<file path="src/sv/pwdd_pkg.sv">
// ----------------------------------------------------------------------------
// pwdd_pkg
// Shared types, codes and helpers for the pulse-width downlink decoder.
// ----------------------------------------------------------------------------
package pwdd_pkg;

  // Default sizing
  localparam int FRAME_BYTES_DEF   = 14;
  localparam int PAYLOAD_BYTES_DEF = 10;
  localparam int COUNT_BITS_DEF    = 16;

  // Start edge plus two training edges come before the first data bit
  localparam int TRAIN_EDGES = 3;

  // Bit index carried in a command; covers the largest frame store
  localparam int BIT_IDX_W = 8;

  // Command queue depth
  localparam int CMD_DEPTH = 2;

  // CRC-32, reflected form
  localparam logic [31:0] CRC_POLY = 32'hEDB8_8320;
  localparam logic [31:0] CRC_INIT = 32'hFFFF_FFFF;
  localparam logic [31:0] CRC_XOUT = 32'hFFFF_FFFF;

  // Received CRC value that is rejected besides zero
  localparam logic [31:0] RX_BAD_FF = 32'h0000_00FF;

  // Divide by ten as multiply by reciprocal, exact for 16-bit operands
  localparam logic [16:0] DIV10_MUL   = 17'd52429;
  localparam int          DIV10_SHIFT = 19;

  // Result status codes
  typedef enum logic [1:0] {
    STAT_EDGE    = 2'd0,
    STAT_ACCEPT  = 2'd1,
    STAT_REJECT  = 2'd2,
    STAT_NOFRAME = 2'd3
  } status_t;

  // Work handed from the front end to the back end
  typedef enum logic [1:0] {
    CMD_ABSORB  = 2'd0,
    CMD_SETBIT  = 2'd1,
    CMD_NOFRAME = 2'd2,
    CMD_CHECK   = 2'd3
  } cmd_kind_t;

  typedef struct packed {
    cmd_kind_t              kind;
    logic [BIT_IDX_W-1:0]   bit_idx;
  } cmd_t;

  // One decoded result
  typedef struct packed {
    status_t     status;
    logic [7:0]  on_time_a;
    logic [15:0] cycles_a;
    logic [12:0] goal_a;
    logic [7:0]  on_time_b;
    logic [15:0] cycles_b;
    logic [12:0] goal_b;
  } result_t;

  // Advance the CRC over one byte, LSB first
  function automatic logic [31:0] crc32_byte(input logic [31:0] crc_in,
                                             input logic [7:0]  data);
    logic [31:0] crc;
    crc = crc_in ^ {24'd0, data};
    for (int b = 0; b < 8; b++) begin
      if (crc[0]) begin
        crc = (crc >> 1) ^ CRC_POLY;
      end else begin
        crc = crc >> 1;
      end
    end
    return crc;
  endfunction

endpackage

</file>
<file path="src/sv/pwdd_front.sv">
// ----------------------------------------------------------------------------
// pwdd_front
// Accepts edge and timeout items, tracks edge skipping, training and bit
// position, and turns each item into one command for the back end.
// ----------------------------------------------------------------------------
module pwdd_front #(
  parameter int FRAME_BYTES = pwdd_pkg::FRAME_BYTES_DEF,
  parameter int COUNT_BITS  = pwdd_pkg::COUNT_BITS_DEF
) (
  input  logic          clk,
  input  logic          rst_n,
  input  logic          in_valid,
  output logic          in_ready,
  input  logic          in_action,
  input  logic [15:0]   in_count,
  input  logic          q_full,
  output logic          q_push,
  output pwdd_pkg::cmd_t q_cmd
);
  import pwdd_pkg::*;

  localparam int BIT_LIMIT = FRAME_BYTES * 8 + TRAIN_EDGES;
  localparam int BP_W      = $clog2(BIT_LIMIT + 1);

  logic                  skip_r, skip_nxt;
  logic [BP_W-1:0]       bp_r, bp_nxt;
  logic [COUNT_BITS-1:0] first_r, first_nxt;
  logic [COUNT_BITS-1:0] cutoff_r, cutoff_nxt;
  logic [COUNT_BITS-1:0] width_w;
  logic [COUNT_BITS:0]   train_sum;
  logic [BP_W-1:0]       bit_k;
  cmd_t                  cmd_w;

  // Mask the timer count to the counter width
  assign width_w   = COUNT_BITS'(in_count);
  assign train_sum = {1'b0, first_r} + {1'b0, width_w};
  assign bit_k     = bp_r - BP_W'(TRAIN_EDGES);

  assign in_ready = !q_full;
  assign q_push   = in_valid && in_ready;
  assign q_cmd    = cmd_w;

  // Classify the item and work out the next front state
  always_comb begin
    skip_nxt       = skip_r;
    bp_nxt         = bp_r;
    first_nxt      = first_r;
    cutoff_nxt     = cutoff_r;
    cmd_w.kind     = CMD_ABSORB;
    // flip low bits so data bits land MSB first within each byte
    cmd_w.bit_idx  = BIT_IDX_W'(bit_k) ^ BIT_IDX_W'(7);
    if (!in_action) begin
      if (skip_r) begin
        skip_nxt = 1'b0;
      end else begin
        skip_nxt = 1'b1;
        if (bp_r == BP_W'(1)) begin
          first_nxt = width_w;
        end else if (bp_r == BP_W'(2)) begin
          cutoff_nxt = train_sum[COUNT_BITS:1];
        end else if (bp_r >= BP_W'(TRAIN_EDGES) && bp_r < BP_W'(BIT_LIMIT)) begin
          if (width_w > cutoff_r) begin
            cmd_w.kind = CMD_SETBIT;
          end
        end
        if (bp_r < BP_W'(BIT_LIMIT)) begin
          bp_nxt = bp_r + BP_W'(1);
        end
      end
    end else begin
      if (bp_r == '0) begin
        cmd_w.kind = CMD_NOFRAME;
      end else begin
        cmd_w.kind = CMD_CHECK;
        bp_nxt     = '0;
      end
    end
  end

  // Update front state on each transfer
  always_ff @(posedge clk) begin
    if (!rst_n) begin
      skip_r   <= 1'b0;
      bp_r     <= '0;
      first_r  <= '0;
      cutoff_r <= '0;
    end else if (q_push) begin
      skip_r   <= skip_nxt;
      bp_r     <= bp_nxt;
      first_r  <= first_nxt;
      cutoff_r <= cutoff_nxt;
    end
  end

endmodule

</file>
<file path="src/sv/pwdd_cmd_fifo.sv">
// ----------------------------------------------------------------------------
// pwdd_cmd_fifo
// Short command queue between the front end and the back end.
// ----------------------------------------------------------------------------
module pwdd_cmd_fifo (
  input  logic           clk,
  input  logic           rst_n,
  input  logic           push,
  input  pwdd_pkg::cmd_t push_cmd,
  output logic           full,
  input  logic           pop,
  output logic           not_empty,
  output pwdd_pkg::cmd_t pop_cmd
);
  import pwdd_pkg::*;

  localparam int PTR_W = $clog2(CMD_DEPTH);

  cmd_t               entry_r [CMD_DEPTH];
  logic [PTR_W-1:0]   wr_ptr_r;
  logic [PTR_W-1:0]   rd_ptr_r;
  logic [PTR_W:0]     count_r;

  assign full      = (count_r == (PTR_W + 1)'(CMD_DEPTH));
  assign not_empty = (count_r != '0);
  assign pop_cmd   = entry_r[rd_ptr_r];

  // Store pushed commands
  always_ff @(posedge clk) begin
    if (push) begin
      entry_r[wr_ptr_r] <= push_cmd;
    end
  end

  // Advance pointers and occupancy
  always_ff @(posedge clk) begin
    if (!rst_n) begin
      wr_ptr_r <= '0;
      rd_ptr_r <= '0;
      count_r  <= '0;
    end else begin
      if (push) begin
        wr_ptr_r <= (wr_ptr_r == PTR_W'(CMD_DEPTH - 1)) ? '0 : wr_ptr_r + PTR_W'(1);
      end
      if (pop) begin
        rd_ptr_r <= (rd_ptr_r == PTR_W'(CMD_DEPTH - 1)) ? '0 : rd_ptr_r + PTR_W'(1);
      end
      case ({push, pop})
        2'b10:   count_r <= count_r + (PTR_W + 1)'(1);
        2'b01:   count_r <= count_r - (PTR_W + 1)'(1);
        default: count_r <= count_r;
      endcase
    end
  end

endmodule

</file>
<file path="src/sv/pwdd_back.sv">
// ----------------------------------------------------------------------------
// pwdd_back
// Carries out queued commands: sets frame bits, runs the CRC-32 frame check
// one byte per cycle, decodes the well fields and holds the result register.
// ----------------------------------------------------------------------------
module pwdd_back #(
  parameter int FRAME_BYTES   = pwdd_pkg::FRAME_BYTES_DEF,
  parameter int PAYLOAD_BYTES = pwdd_pkg::PAYLOAD_BYTES_DEF
) (
  input  logic              clk,
  input  logic              rst_n,
  input  logic              cmd_valid,
  input  pwdd_pkg::cmd_t    cmd,
  output logic              cmd_pop,
  output logic              out_valid,
  input  logic              out_ready,
  output pwdd_pkg::result_t out_res
);
  import pwdd_pkg::*;

  localparam int FRAME_BITS = FRAME_BYTES * 8;
  localparam int SIDX_W     = $clog2(FRAME_BITS);
  localparam int EXT_A      = (PAYLOAD_BYTES + 4 > 10) ? PAYLOAD_BYTES + 4 : 10;
  localparam int EXT_BYTES  = (FRAME_BYTES > EXT_A) ? FRAME_BYTES : EXT_A;
  localparam int EXT_BITS   = EXT_BYTES * 8;
  localparam int IDX_W      = (PAYLOAD_BYTES > 1) ? $clog2(PAYLOAD_BYTES) : 1;
  localparam int RX_LO      = PAYLOAD_BYTES * 8;

  typedef enum logic [1:0] {
    S_IDLE,
    S_CRC,
    S_DONE
  } state_t;

  state_t              state_r;
  logic [FRAME_BITS-1:0] store_r;
  logic [31:0]         crc_r;
  logic [IDX_W-1:0]    crc_idx_r;
  logic                out_valid_r;
  result_t             out_res_r;

  logic [EXT_BITS-1:0] frame_ext;
  logic [7:0]          crc_data;
  logic [31:0]         rx_crc;
  logic [31:0]         calc_crc;
  logic                frame_ok;
  logic [15:0]         goal_raw_a, goal_raw_b;
  logic [32:0]         goal_prod_a, goal_prod_b;
  logic                out_free;
  result_t             final_res;
  logic                out_load;
  result_t             out_res_nxt;

  // Bytes past the store read as zero; byte 0 sits in the low bits
  assign frame_ext = EXT_BITS'(store_r);
  assign crc_data  = frame_ext[{crc_idx_r, 3'b000} +: 8];

  // Received CRC is big-endian after the payload
  assign rx_crc   = {frame_ext[RX_LO +: 8], frame_ext[RX_LO + 8 +: 8],
                     frame_ext[RX_LO + 16 +: 8], frame_ext[RX_LO + 24 +: 8]};
  assign calc_crc = crc_r ^ CRC_XOUT;
  assign frame_ok = (calc_crc == rx_crc) && (rx_crc != '0) && (rx_crc != RX_BAD_FF);

  // Goals divided by ten through the reciprocal
  assign goal_raw_a  = {frame_ext[24 +: 8], frame_ext[32 +: 8]};
  assign goal_raw_b  = {frame_ext[64 +: 8], frame_ext[72 +: 8]};
  assign goal_prod_a = {17'd0, goal_raw_a} * {16'd0, DIV10_MUL};
  assign goal_prod_b = {17'd0, goal_raw_b} * {16'd0, DIV10_MUL};

  // Assemble the frame check result
  always_comb begin
    final_res = '0;
    if (frame_ok) begin
      final_res.status    = STAT_ACCEPT;
      final_res.on_time_a = frame_ext[0 +: 8];
      final_res.cycles_a  = {frame_ext[8 +: 8], frame_ext[16 +: 8]};
      final_res.goal_a    = goal_prod_a[DIV10_SHIFT +: 13];
      final_res.on_time_b = frame_ext[40 +: 8];
      final_res.cycles_b  = {frame_ext[48 +: 8], frame_ext[56 +: 8]};
      final_res.goal_b    = goal_prod_b[DIV10_SHIFT +: 13];
    end else begin
      final_res.status    = STAT_REJECT;
    end
  end

  assign out_free  = !out_valid_r || out_ready;
  assign out_valid = out_valid_r;
  assign out_res   = out_res_r;

  // Pop a command when it can be finished or a check can start
  always_comb begin
    cmd_pop = 1'b0;
    if (state_r == S_IDLE && cmd_valid) begin
      cmd_pop = (cmd.kind == CMD_CHECK) ? 1'b1 : out_free;
    end
  end

  // Pick the result that enters the output register this cycle
  always_comb begin
    out_load    = 1'b0;
    out_res_nxt = '0;
    case (state_r)
      S_IDLE: begin
        if (cmd_pop && cmd.kind != CMD_CHECK) begin
          out_load           = 1'b1;
          out_res_nxt.status = (cmd.kind == CMD_NOFRAME) ? STAT_NOFRAME : STAT_EDGE;
        end
      end
      S_DONE: begin
        if (out_free) begin
          out_load    = 1'b1;
          out_res_nxt = final_res;
        end
      end
      default: begin
        out_load = 1'b0;
      end
    endcase
  end

  // Back end sequencer, store and result register
  always_ff @(posedge clk) begin
    if (!rst_n) begin
      state_r     <= S_IDLE;
      store_r     <= '0;
      out_valid_r <= 1'b0;
      crc_r       <= CRC_INIT;
      crc_idx_r   <= '0;
    end else begin
      // Load a new result or drop the one just taken
      if (out_load) begin
        out_valid_r <= 1'b1;
        out_res_r   <= out_res_nxt;
      end else if (out_valid_r && out_ready) begin
        out_valid_r <= 1'b0;
      end
      case (state_r)
        S_IDLE: begin
          if (cmd_pop) begin
            case (cmd.kind)
              CMD_CHECK: begin
                crc_r     <= CRC_INIT;
                crc_idx_r <= '0;
                state_r   <= S_CRC;
              end
              CMD_SETBIT: begin
                store_r[cmd.bit_idx[SIDX_W-1:0]] <= 1'b1;
              end
              default: begin
                state_r <= S_IDLE;
              end
            endcase
          end
        end
        S_CRC: begin
          crc_r     <= crc32_byte(crc_r, crc_data);
          crc_idx_r <= crc_idx_r + IDX_W'(1);
          if (crc_idx_r == IDX_W'(PAYLOAD_BYTES - 1)) begin
            state_r <= S_DONE;
          end
        end
        S_DONE: begin
          if (out_free) begin
            store_r <= '0;
            state_r <= S_IDLE;
          end
        end
        default: begin
          state_r <= S_IDLE;
        end
      endcase
    end
  end

endmodule

</file>
<file path="src/sv/pulse_width_downlink_decoder_core.sv">
// ----------------------------------------------------------------------------
// pulse_width_downlink_decoder_core
// Pulse-width downlink decoder with CRC-32 frame check, stream interface.
// ----------------------------------------------------------------------------
// Every input transfer yields exactly one result transfer, in order. The
// front end takes an item whenever its two-entry command queue has room,
// so edges stream in back to back. In the back end an edge, or a timeout
// with no open frame, writes its result straight into the output register;
// a frame check runs the CRC-32 unit, which folds in one payload byte per
// cycle, and then compares the CRC and divides the goal fields by ten.
// Results wait in an output register, so the back end keeps working until
// that register is occupied and not taken.
// ----------------------------------------------------------------------------
module pulse_width_downlink_decoder_core #(
  parameter int FRAME_BYTES   = pwdd_pkg::FRAME_BYTES_DEF,
  parameter int PAYLOAD_BYTES = pwdd_pkg::PAYLOAD_BYTES_DEF,
  parameter int COUNT_BITS    = pwdd_pkg::COUNT_BITS_DEF
) (
  input  logic        clk,
  input  logic        rst_n,
  input  logic        in_tvalid,
  output logic        in_tready,
  input  logic [15:0] in_tdata,   // [15:0] elapsed_count
  input  logic        in_tuser,   // [0] action
  output logic        out_tvalid,
  input  logic        out_tready,
  output logic [79:0] out_tdata,  // [7:0] on_time_a, [23:8] cycles_a,
                                  // [36:24] goal_a, [44:37] on_time_b,
                                  // [60:45] cycles_b, [73:61] goal_b,
                                  // [79:74] zero
  output logic [1:0]  out_tuser   // [1:0] status
);
  import pwdd_pkg::*;

  cmd_t    push_cmd;
  cmd_t    pop_cmd;
  logic    q_push;
  logic    q_full;
  logic    q_pop;
  logic    q_not_empty;
  result_t res;

  pwdd_front #(
    .FRAME_BYTES (FRAME_BYTES),
    .COUNT_BITS  (COUNT_BITS)
  ) u_front (
    .clk       (clk),
    .rst_n     (rst_n),
    .in_valid  (in_tvalid),
    .in_ready  (in_tready),
    .in_action (in_tuser),
    .in_count  (in_tdata),
    .q_full    (q_full),
    .q_push    (q_push),
    .q_cmd     (push_cmd)
  );

  pwdd_cmd_fifo u_fifo (
    .clk       (clk),
    .rst_n     (rst_n),
    .push      (q_push),
    .push_cmd  (push_cmd),
    .full      (q_full),
    .pop       (q_pop),
    .not_empty (q_not_empty),
    .pop_cmd   (pop_cmd)
  );

  pwdd_back #(
    .FRAME_BYTES   (FRAME_BYTES),
    .PAYLOAD_BYTES (PAYLOAD_BYTES)
  ) u_back (
    .clk       (clk),
    .rst_n     (rst_n),
    .cmd_valid (q_not_empty),
    .cmd       (pop_cmd),
    .cmd_pop   (q_pop),
    .out_valid (out_tvalid),
    .out_ready (out_tready),
    .out_res   (res)
  );

  // Pack the result fields onto the stream
  assign out_tuser = res.status;
  assign out_tdata = {6'd0, res.goal_b, res.cycles_b, res.on_time_b,
                      res.goal_a, res.cycles_a, res.on_time_a};

endmodule

</file>
<file path="config.mk">
export PLATFORM = sky130hd
export DESIGN_NAME = pulse_width_downlink_decoder_core
export DESIGN_NICKNAME = d
export VERILOG_FILES = /design/src/sv/pwdd_pkg.sv /design/src/sv/pwdd_front.sv /design/src/sv/pwdd_cmd_fifo.sv /design/src/sv/pwdd_back.sv /design/src/sv/pulse_width_downlink_decoder_core.sv
export SDC_FILE = /design/constraint.sdc
export NUM_CORES = 1
export LEC_CHECK = 0
export BUFFER_PORTS_ARGS = -buffer_cell sky130_fd_sc_hd__buf_2
export CAP_MARGIN = 20
export CORE_UTILIZATION = 30
export CTS_BUF_LIST = sky130_fd_sc_hd__clkbuf_16
export DETAILED_ROUTE_END_ITERATION = 10
export PLACE_DENSITY_LB_ADDON = 0.3
export RECOVER_POWER = 50
export SYNTH_ARGS = -nofsm -noshare
export SYNTH_HDL_FRONTEND = slang
export SYNTH_SLANG_ARGS = --single-unit
</file>
<file path="constraint.sdc">
create_clock -name clk -period 8.3 [get_ports clk]
set_input_delay 0.83 -clock clk [delete_from_list [all_inputs] [get_ports clk]]
set_output_delay 0.83 -clock clk [all_outputs]
set_load 0.005 [all_outputs]
</file>
==> reports/metrics.cfg <==
[floorplanning]
ioPinCount = 105
std_cell_rows = 99
chipHeight_um = 274.3
core_area_mm2 = 0.07321
die_area_mm2 = 0.07527
initial_core_util_pct = 30.40
die_x_um = 274.3

[worst_setup_path]
r2r_start = u_back.frame_ext[77]$_SDFFE_PN0P_
timing.critical_path.to_type = flip-flop
crit_path_max_fanout = 8
critical_path.top_delay_family = adder cells
worstSetupStartpointType = flip-flop
cp_data_required_time_ns = 8.59
crit_chain = ha_1 -> xor2_1 -> ha_1 -> fa_1 -> inv_1 -> fa_1 -> inv_1 -> fa_1 -> inv_1 -> fa_1 -> inv_1 -> ha_1 -> a21o_1 -> a21o_1 -> a21oi_1 -> o21ai_0 -> a41o_1 -> o221a_2 -> a211oi_1 -> a21oi_1 -> xnor2_1 -> nor2_1
crit_slowest_cell = sky130_fd_sc_hd__dfxtp_1
critical_path.startpoint = u_back.frame_ext[77]$_SDFFE_PN0P_
path_class = flip-flop to flip-flop
worst_r2r_endpoint = u_back.out_res[12]$_SDFFCE_PN0P_
reg2regPathDepth = 22
r2r_slack_ns = 1.98
worst_path_arrival_ns = 6.61
critical_path.n_buffers_inverters = 4
worst_path_largest_cell_delay_ns = 0.56

[clock_tree]
clk-insertion-delay-late_ns = 0.56
cts-buffers-inserted = 37
sink_count_of_the_clock_tree = 290
ctsHoldBuffers = 0
cts.path.max_buffers = 3
tritoncts = built
post_cts_buffers = 0
ctsHtreeMaxLevel = 2
clk_transition_reported_paths_ns = 0.06
resized_cells_post_cts = 0
root_buffer = sky130_fd_sc_hd__clkbuf_16

[status]
violated_checks = design-rule violations, max-capacitance violations, max-slew violations
result_of_the_run = finished with violations

[logic_synthesis]
synth-adder-area-share_pct = 31.23
postSynthAreaPerCell_um2 = 9.674
synth_edf_count = 94
synth_cell_types = 74
synth_top_cell_area_share_pct = 17.63
synth_warnings = 0
netlist_instances = 2300
async_reset_ff_share_pct = 0
synth_seq_cells = 290
synth.mux.area_fraction_pct = 2.722
synth_ff_type = sky130_fd_sc_hd__dfxtp_1
synth_largest_area_cell = sky130_fd_sc_hd__dfxtp_1
ys_seq_area_share_pct = 30.32
dominant_combinational_cell_family_by_area_after_synthesis = adder cells
post_synth_main_area_contributors = sky130_fd_sc_hd__dfxtp_1 (18%), sky130_fd_sc_hd__ha_1 (17%), sky130_fd_sc_hd__fa_1 (14%), sky130_fd_sc_hd__edfxtp_1 (13%), sky130_fd_sc_hd__inv_1 (6.6%)
synth.cell_area_mm2 = 0.02225
area_fraction_in_compound_gates_after_synthesis_pct = 9.863
simple_gate_portion_of_the_synthesized_area_pct = 10.89
synth_xor_xnor_area_share_pct = 6.944

[final_layout]
num-nets-final = 2869
sequential_cell_area_mm2 = 0.006748
multi_input_comb_area_mm2 = 0.01378
fin_area_mm2 = 0.02488
layout_area_growth_over_synthesis_pct = 11.81
antenna_cells_inserted = 0
drive_above_1_share_pct = 6.868
mostFrequentLayoutCell = sky130_fd_sc_hd__inv_1
most-common-layout-cells = sky130_fd_sc_hd__inv_1 (394), sky130_fd_sc_hd__ha_1 (301), sky130_fd_sc_hd__nor2_1 (227)
fill_cells = 7451

[power]
totalPowerFinal_uw = 4111
power.static_leakage_uw = 0.01157
max-vdd-ir-drop_uv = 131.7
pd_cells_mw_per_mm2 = 165.2

[timing]
report.final.hold_viol_count = 0
final_min_period_over_clock_period_pct = 76.14
finalWorstPathRequiredPeriod_ns = 6.319
timing.max_slew.rel_slack_pct = -60.26
drv_slew = 99
tns_ns = 0
finalClockSkew_ns = 0.02502
max_clock_freq_mhz = 158.2
grt_setup_unrepaired = no
worstMarginPinSlew_ns = 2.404
finalSetupViolations = 0
fin_hold_ws_ns = 0.4506

[drt]
detail_route.iter0.violations = 1140
number_of_optimization_iterations_in_the_first_detailed_route_pass = 8
avgViaCountPerCell = 4.743
ant_nets = 0
detailroute.via_count = 16010
route.detailed.wl_per_inst_um = 17.38
drt_drc_violations_left = 8
route.final.wire_length_mm = 58.66

[hold_path]
worstHoldPathType = flip-flop to flip-flop
timing.hold.worst_path_depth = 2
worst_hold_path.endpoint = u_front.cutoff_r[11]$_SDFFE_PN0P_
worstHoldStart = u_front.cutoff_r[11]$_SDFFE_PN0P_

[place]
placement.cell_area_mm2 = 0.02380
portBuffers = 98
globalplace.congestion = 0.9597
post-dp-hpwl_mm = 46.84

[grt]
globalRouteTotalUtil_pct = 15.80
first_global_vias = 16410
grt_remaining_overflow = 0
antenna_violations_before_repair = 2
grt_start_max_net_pins = 113
grt_first_pass_wirelength_mm = 92.89

[job]
drv.max_cap_violation_count = 2

## per-layer routing
| metal | vias up | wire length [um] | part of all wire, % | track usage, % |
|---|---|---|---|---|
| met3 | 74 | 2458 | 4.2 | 1.997 |
| met2 | 334 | 27300 | 47 | 26.29 |
| met1 | 7797 | 27460 | 47 | 21.39 |
| met4 | 0 | 1446 | 2.5 | 4.401 |
| met5 | - | 0 | 0 | 0 |
| li1 | 7806 | - | - | - |
## worst max path at each step
stage	end	slack [ns]	depth (start not counted)
finish	u_back.out_res[12]$_SDFFCE_PN0P_	1.98	22
global route	u_back.out_res[12]$_SDFFCE_PN0P_	1.73	22
CTS	u_back.out_res[12]$_SDFFCE_PN0P_	1.97	22
detailed placement	u_back.out_res[12]$_SDFFCE_PN0P_	1.99	22
global placement	u_back.out_res[12]$_SDFFCE_PN0P_	2.05	22
floorplan	u_back.out_res[12]$_SDFFCE_PN0P_	2.53	22
## through the flow
| step | cells | util (%) | setup slack [ns] |
|---|---|---|---|
| 2_1_floorplan | 2305 | - | 2.526 |
| 3_3_place_gp | 3306 | 32.52 | 2.051 |
| 3_5_place_dp | 3306 | 32.52 | 1.991 |
| 4_1_cts | 3374 | 34.08 | 1.973 |
| 5_1_grt | 3376 | 33.99 | 1.725 |
| 6_report | 3376 | 33.99 | 1.981 |
## worst register-to-register path, stage by stage (launching register included)
cell and delay [ns]:
sky130_fd_sc_hd__dfxtp_1 0.56, sky130_fd_sc_hd__ha_1 0.39, sky130_fd_sc_hd__xor2_1 0.18, sky130_fd_sc_hd__ha_1 0.31, sky130_fd_sc_hd__fa_1 0.55, sky130_fd_sc_hd__inv_1 0.06, sky130_fd_sc_hd__fa_1 0.53, sky130_fd_sc_hd__inv_1 0.06
sky130_fd_sc_hd__fa_1 0.53, sky130_fd_sc_hd__inv_1 0.05, sky130_fd_sc_hd__fa_1 0.52, sky130_fd_sc_hd__inv_1 0.04, sky130_fd_sc_hd__ha_1 0.32, sky130_fd_sc_hd__a21o_1 0.17, sky130_fd_sc_hd__a21o_1 0.17, sky130_fd_sc_hd__a21oi_1 0.17
sky130_fd_sc_hd__o21ai_0 0.12, sky130_fd_sc_hd__a41o_1 0.26, sky130_fd_sc_hd__o221a_2 0.30, sky130_fd_sc_hd__a211oi_1 0.40, sky130_fd_sc_hd__a21oi_1 0.15, sky130_fd_sc_hd__xnor2_1 0.16, sky130_fd_sc_hd__nor2_1 0.05
## sequential cells by signal, summed over array words and instances (netlist names), named ones only
name / cells
u_back.frame_ext: 112
u_back.out_res: 76
u_back.crc_r: 32
u_fifo.entry_r: 18
u_front.cutoff_r: 16
u_front.first_r: 16
u_front.bp_r: 7
u_back.crc_idx_r: 4
u_back.state_r: 2
u_fifo.count_r: 2
u_back.out_valid: 1
u_fifo.rd_ptr_r: 1
u_fifo.wr_ptr_r: 1
u_front.skip_r: 1
## logic make-up (layout without fill, tap and decap cells)
| family | Yosys count | in the layout |
|---|---|---|
| XOR/XNOR | 158 | 158 |
| multiplexers | 38 | 38 |
| adder cells (fa/ha/maj) | 460 | 460 |
| buffers and inverters | 460 | 572 |
| AO/OA/AOI/OAI | 360 | 360 |
| AND/OR/NAND/NOR | 533 | 533 |
| flip-flops | 290 | 290 |
| other | 1 | 6 |
## cells in the mapped netlist (all sizes together), types with 7 or more instances
library cell	instances
a211oi	9
a21o	26
a21oi	186
a31oi	12
and2	53
and3	7
buf	22
clkbuf	46
dfxtp	196
edfxtp	94
fa	159
ha	301
inv	390
mux2i	17
mux4	17
nand2	120
nand2b	12
nand3	14
nand4	17
nor2	227
nor2b	10
nor3	37
nor4	20
o211ai	10
o21a	11
o21ai	37
o22a	13
o22ai	14
xnor2	107
xor2	51
## where the power goes
group / internal (uW) / switching [uW] / total, uW
Clock: 857 / 654 / 1510
Combinational: 369 / 519 / 889
Sequential: 1610 / 99.0 / 1710
## layout make-up
type / instances / share of cell area [%]
flip-flops and latches: 290 / 27.12
well taps: 959 / 4.823
clock buffers: 37 / 3.721
inverters: 392 / 5.914
clock inverters: 31 / 0.8750
repair buffers: 112 / 2.147
multi-input cells: 1555 / 55.40
No activity file was read; power rests on OpenSTA's default activity.
